===== src/rtl/core/lpm_pkg.sv =====
package lpm_pkg;

    // Table geometry.
    localparam int MAX_PREFIXES = 128;
    localparam int MAX_LEN      = 20;

    // Field widths fixed by the interface.
    localparam int SLOT_W  = 7;
    localparam int POS_W   = 5;
    localparam int CHAR_W  = 8;
    localparam int CNT_W   = 8;
    localparam int MLEN_W  = 5;

    // A stored length is char_pos + 1, so it needs one bit more than a position.
    localparam int LEN_W   = POS_W + 1;

    // Address width of the per-position character memory.
    localparam int CHAR_AW = (MAX_LEN > 1) ? $clog2(MAX_LEN) : 1;

    // Selection tree: slots are reduced in groups, then the group winners.
    localparam int GROUP_SIZE = 16;
    localparam int GROUPS     = (MAX_PREFIXES + GROUP_SIZE - 1) / GROUP_SIZE;
    localparam int GROUPS_P2  = 1 << ((GROUPS > 1) ? $clog2(GROUPS) : 0);

    // Command kinds.
    localparam logic KIND_LOAD  = 1'b0;
    localparam logic KIND_QUERY = 1'b1;

    // Register index (taken from paddr[2]).
    localparam logic REG_PREFIX_COUNT = 1'b0;

    typedef struct packed {
        logic              kind;
        logic [SLOT_W-1:0] slot;
        logic [POS_W-1:0]  char_pos;
        logic [CHAR_W-1:0] char_value;
        logic              last_char;
    } cmd_t;

    typedef struct packed {
        logic              found;
        logic [SLOT_W-1:0] prefix_index;
        logic [MLEN_W-1:0] match_length;
    } result_t;

    typedef struct packed {
        logic [LEN_W-1:0]  len;
        logic [SLOT_W-1:0] idx;
    } cand_t;

    typedef struct packed {
        logic             group_en;
        logic             final_en;
        logic [LEN_W-1:0] word_len;
        logic [CNT_W-1:0] active_count;
    } sel_ctrl_t;

    // The right candidate wins only when strictly longer, so ties keep the lower slot.
    function automatic cand_t cand_merge(input cand_t left, input cand_t right);
        cand_t res;
        res = (right.len > left.len) ? right : left;
        return res;
    endfunction

endpackage


===== src/rtl/core/lpm_select.sv =====
module lpm_select
    import lpm_pkg::*;
(
    input  logic                    clk,
    input  sel_ctrl_t               ctrl,
    input  logic [LEN_W-1:0]        lengths [MAX_PREFIXES],
    input  logic [MAX_PREFIXES-1:0] match_flags,
    output result_t                 best
);

    cand_t   gnode [GROUPS][2*GROUP_SIZE];
    cand_t   group_best_reg [GROUPS];
    cand_t   fnode [2*GROUPS_P2];
    result_t best_reg;

    // First level: the best eligible slot of each group, as a binary tree.
    always_comb
    begin
        for (int g = 0; g < GROUPS; g++)
        begin
            for (int n = 0; n < 2*GROUP_SIZE; n++)
            begin
                gnode[g][n] = '0;
            end
            for (int i = 0; i < GROUP_SIZE; i++)
            begin
                if ((g*GROUP_SIZE + i) < MAX_PREFIXES)
                begin
                    if (((g*GROUP_SIZE + i) < int'(ctrl.active_count))
                        && (lengths[g*GROUP_SIZE + i] != '0)
                        && (lengths[g*GROUP_SIZE + i] <= ctrl.word_len)
                        && match_flags[g*GROUP_SIZE + i])
                    begin
                        gnode[g][GROUP_SIZE + i].len = lengths[g*GROUP_SIZE + i];
                        gnode[g][GROUP_SIZE + i].idx = SLOT_W'(g*GROUP_SIZE + i);
                    end
                end
            end
            for (int n = GROUP_SIZE - 1; n >= 1; n--)
            begin
                gnode[g][n] = cand_merge(gnode[g][2*n], gnode[g][2*n + 1]);
            end
        end
    end

    always_ff @(posedge clk)
    begin
        if (ctrl.group_en)
        begin
            for (int g = 0; g < GROUPS; g++)
            begin
                group_best_reg[g] <= gnode[g][1];
            end
        end
    end

    // Second level: the group winners, lower groups first.
    always_comb
    begin
        for (int n = 0; n < 2*GROUPS_P2; n++)
        begin
            fnode[n] = '0;
        end
        for (int g = 0; g < GROUPS; g++)
        begin
            fnode[GROUPS_P2 + g] = group_best_reg[g];
        end
        for (int n = GROUPS_P2 - 1; n >= 1; n--)
        begin
            fnode[n] = cand_merge(fnode[2*n], fnode[2*n + 1]);
        end
    end

    always_ff @(posedge clk)
    begin
        if (ctrl.final_en)
        begin
            best_reg.found        <= (fnode[1].len != '0);
            best_reg.prefix_index <= fnode[1].idx;
            best_reg.match_length <= fnode[1].len[MLEN_W-1:0];
        end
    end

    assign best = best_reg;

endmodule


===== config.mk =====
export PLATFORM = sky130hd
export DESIGN_NAME = lpm_select
export DESIGN_NICKNAME = d
export VERILOG_FILES = /design/src/rtl/core/lpm_pkg.sv /design/src/rtl/core/lpm_select.sv
export SDC_FILE = /design/constraint.sdc
export NUM_CORES = 2
export LEC_CHECK = 0
export ABC_AREA = 0
export BUFFER_PORTS_ARGS = -buffer_cell sky130_fd_sc_hd__buf_2
export CAP_MARGIN = 20
export CORE_MARGIN = 2
export CORE_UTILIZATION = 40
export CTS_CLUSTER_DIAMETER = 60
export CTS_CLUSTER_SIZE = 40
export DETAILED_ROUTE_END_ITERATION = 12
export GPL_TIMING_DRIVEN = 0
export PLACE_DENSITY_LB_ADDON = 0.3
export SKIP_CTS_REPAIR_TIMING = 1
export SLEW_MARGIN = 10
export SYNTH_ARGS = -nofsm -noshare
export SYNTH_HDL_FRONTEND = slang
export SYNTH_SLANG_ARGS = --single-unit

===== constraint.sdc =====
create_clock -name clk -period 14.8 [get_ports clk]
set_clock_uncertainty 0.05 [all_clocks]
set_input_delay 1.48 -clock clk [delete_from_list [all_inputs] [get_ports clk]]
set_output_delay 1.48 -clock clk [all_outputs]
set_load 0.01 [all_outputs]

==> impl_metrics.py <==
metrics = {
    "run_status": {
        "status": "finished clean",
    },
    "critical_path": {
        "crit_arrival_ps": 13770,
        "cp-start-kind": "input port",
        "cpMostUsedCell": "nor2b_1",
        "reg2reg_slack_ps": 7100,
        "crit_required_ps": 14890,
        "reg2reg_from": "group_best_reg[1][21]",
        "critical_path_depth": 49,
        "endpoint_kind": "register",
        "slowest_delay_ps": 760,
        "rr_worst_depth": 30,
        "worst-setup-path-type": "in -> reg",
        "setup.worst_path.start": "ctrl[2]",
        "cp_max_fo": 11,
        "crit_slowest_cell": "o21ai_0",
        "r2r_end": "best[6]",
        "crit_family": "compound AO/OA/AOI/OAI gates",
        "crit_buf_inv": 7,
    },
    "die": {
        "io_pins": 926,
        "die_y_um": 379,
        "die_area_sq_um": 144000,
        "core_sq_um": 140000,
        "die_w_um": 379,
        "rows": 137,
        "initial_core_util_pct": 40.3,
    },
    "logic_synthesis": {
        "synth_compound_area_share_pct": 27.1,
        "synth_fa_ha_area_share_pct": 33.9,
        "synth_xor_area_share_pct": 0.0289,
        "synth-simple-area-share_pct": 23.7,
        "yosysWarnings": 0,
        "synth_top_family_by_area": "adder cells",
        "synth_flop_cell": "edfxtp_1",
        "syn_inst": 7403,
        "ys_types": 104,
        "synthArstFlopShare_pct": 0,
        "syn_area_per_cell_sq_um": 7.61,
        "netlist_area_sq_um": 56400,
        "synth_nets": 9845,
        "synth-seq-cells": 100,
        "synth_edf_count": 100,
        "synthMuxAreaShare_pct": 5.57,
        "yosysSeqAreaShare_pct": 5.33,
    },
    "min_path": {
        "hold_depth": 2,
        "worstHoldEndpoint": "best[9]",
        "hp-start": "group_best_reg[0][17]",
        "hold_class": "reg -> reg",
    },
    "power_and_ir_drop": {
        "power_w": 0.00994,
        "p_leak_nw": 30.2,
        "peakVddDrop_mv": 0.240,
        "p_per_area_nw_per_um2": 154,
    },
    "timing": {
        "hold_viol_final": 0,
        "grt_setup_unrepaired": "false",
        "drv_slew": 0,
        "finalSetupViolCount": 0,
        "fin_hold_ws_ps": 631,
        "timing.fmax_ghz": 0.0731,
        "worst_slew_pin_slew_ps": 1060,
        "fin_crit_ps": 13680,
        "slew_headroom_pct": 29.6,
        "fin_crit_sh_pct": 92.4,
    },
    "finish": {
        "drive_above_1_share_pct": 13.5,
        "post-route-util_pct": 46.1,
        "fin_nets": 10800,
        "largest_register_ffs": 87,
        "fillCellCount": 14100,
        "area_growth_pct": 14.2,
        "final_cell_mix": "ha_1, buf_2, nand2_1",
        "mostFrequentLayoutCell": "ha_1",
    },
    "cts": {
        "clockBufferDepth": 2,
        "clk_pin_slew_ps": 80,
        "cts_max_level": 3,
        "clockRootBuffer": "clkbuf_16",
        "cts_buffers": 9,
        "cts_tree": "built",
        "insertion_delay_ps": 410,
        "cts.sinks": 100,
    },
    "detailed_routing": {
        "vias": 64100,
        "drc": 0,
        "wl_per_cell_um": 23.6,
        "drt_pass1_iterations": 7,
        "ant_nets": 0,
        "viasPerCell": 6.19,
        "wirelength_um": 244000,
        "drtIter0Drc": 4737,
    },
    "global_route": {
        "grtUsageMet3_pct": 7.07,
        "grt_max_degree": 70,
        "top_usage_layer": "met2",
        "gr-total-overflow": 0,
        "antenna_found_initial": 164,
        "grt_pass1_vias": 61000,
        "track_usage_pct": 32.3,
        "grt_util_met1_pct": 40.7,
        "grt_pass1_wl_um": 359000,
        "use_met2_pct": 50.7,
    },
    "flow_run": {
        "cap_violations": 0,
    },
    "placed_design": {
        "hpwl_um": 202000,
        "place_congestion": 1.01,
        "io_buffers": 924,
    },
}
worst register-to-register path, delay by kind of cell (launching register included):
family / cells / cell delay [ps]
adders and majority gates: 3 / 730
buffers and inverters: 5 / 1680
muxes: 2 / 1190
AOI/OAI and AO/OA: 15 / 2920
DFF: 1 / 410
and+or+nand+nor: 5 / 510
power breakdown:
part,total (W),internal (W),switching (W)
Combinational,0.00888,0.00343,0.00544
Sequential,0.000809,0.000737,0.0000727
Clock,0.000255,0.000121,0.000134
stage by stage:
| step | setup slack [ps] | instances | TNS [ps] | area (sq um) |
|---|---|---|---|---|
| 3_5_place_dp | 1080 | 10200 | 0 | 63700 |
| 6_report | 1120 | 10400 | 0 | 64400 |
| 4_1_cts | 1500 | 10200 | 0 | 64000 |
| 3_3_place_gp | -3690 | 10200 | -242720 | 63300 |
| 2_1_floorplan | 1610 | 7403 | 0 | 56400 |
| 5_1_grt | 704 | 10300 | 0 | 64300 |
Yosys cell counts (86+ instances only):
library cell,count,area share (%)
a21o_1,86,1.1
a21oi_1,372,3.3
a22oi_1,181,2.4
a32oi_1,103,1.6
and2_1,362,4.0
clkbuf_1,98,0.65
edfxtp_1,100,5.3
ha_1,1529,34
inv_1,490,3.3
mux2i_1,237,4.2
nand2_1,825,5.5
nand3_1,124,1.1
nand4_1,201,2.2
nor2_1,374,2.5
nor2b_1,269,3.0
nor3_1,136,1.2
o21a_1,418,5.6
o21ai_0,354,3.1
o22ai_1,196,2.2
cell families (layout without fill, tap and decap cells):
kind of cell | Yosys count | in the layout
simple gates | 2618 | 2618
compound gates | 2218 | 2218
fa+ha+maj | 1529 | 1529
buf+inv | 633 | 1590
mux | 304 | 304
flops | 100 | 100
xor+xnor | 1 | 1
other cells | 0 | 127
how the worst max path moves through the flow:
stage / endpoint / slack (ps)
2_1_floorplan: group_best_reg[1][45] / 1610
3_3_place_gp: group_best_reg[1][45] / -3690
3_5_place_dp: group_best_reg[0][40] / 1080
4_1_cts: group_best_reg[0][40] / 1500
5_1_grt: group_best_reg[0][40] / 700
6_report: group_best_reg[0][40] / 1120
metal layers:
metal	part of all wire, %	vias to the layer above	wire (um)
met1	42	30300	102000
met4	5.9	84	14500
met3	8.3	718	20400
met5	0.23	-	556
met2	44	2693	107000
li1	-	30400	-
final cells by class:
class	count	area, sq um	share of cell area (%)
Clock buffer	9	225	0.350
Tap cell	1876	2350	3.65
Timing Repair Buffer	941	4950	7.69
Clock inverter	7	78.8	0.122
Multi-Input combinational cell	6670	51000	79.2
Inverter	492	1880	2.93
Antenna cell	127	318	0.494
Sequential cell	100	3000	4.67
Buffer	141	596	0.925
No activity file was read; power rests on OpenSTA's default activity.
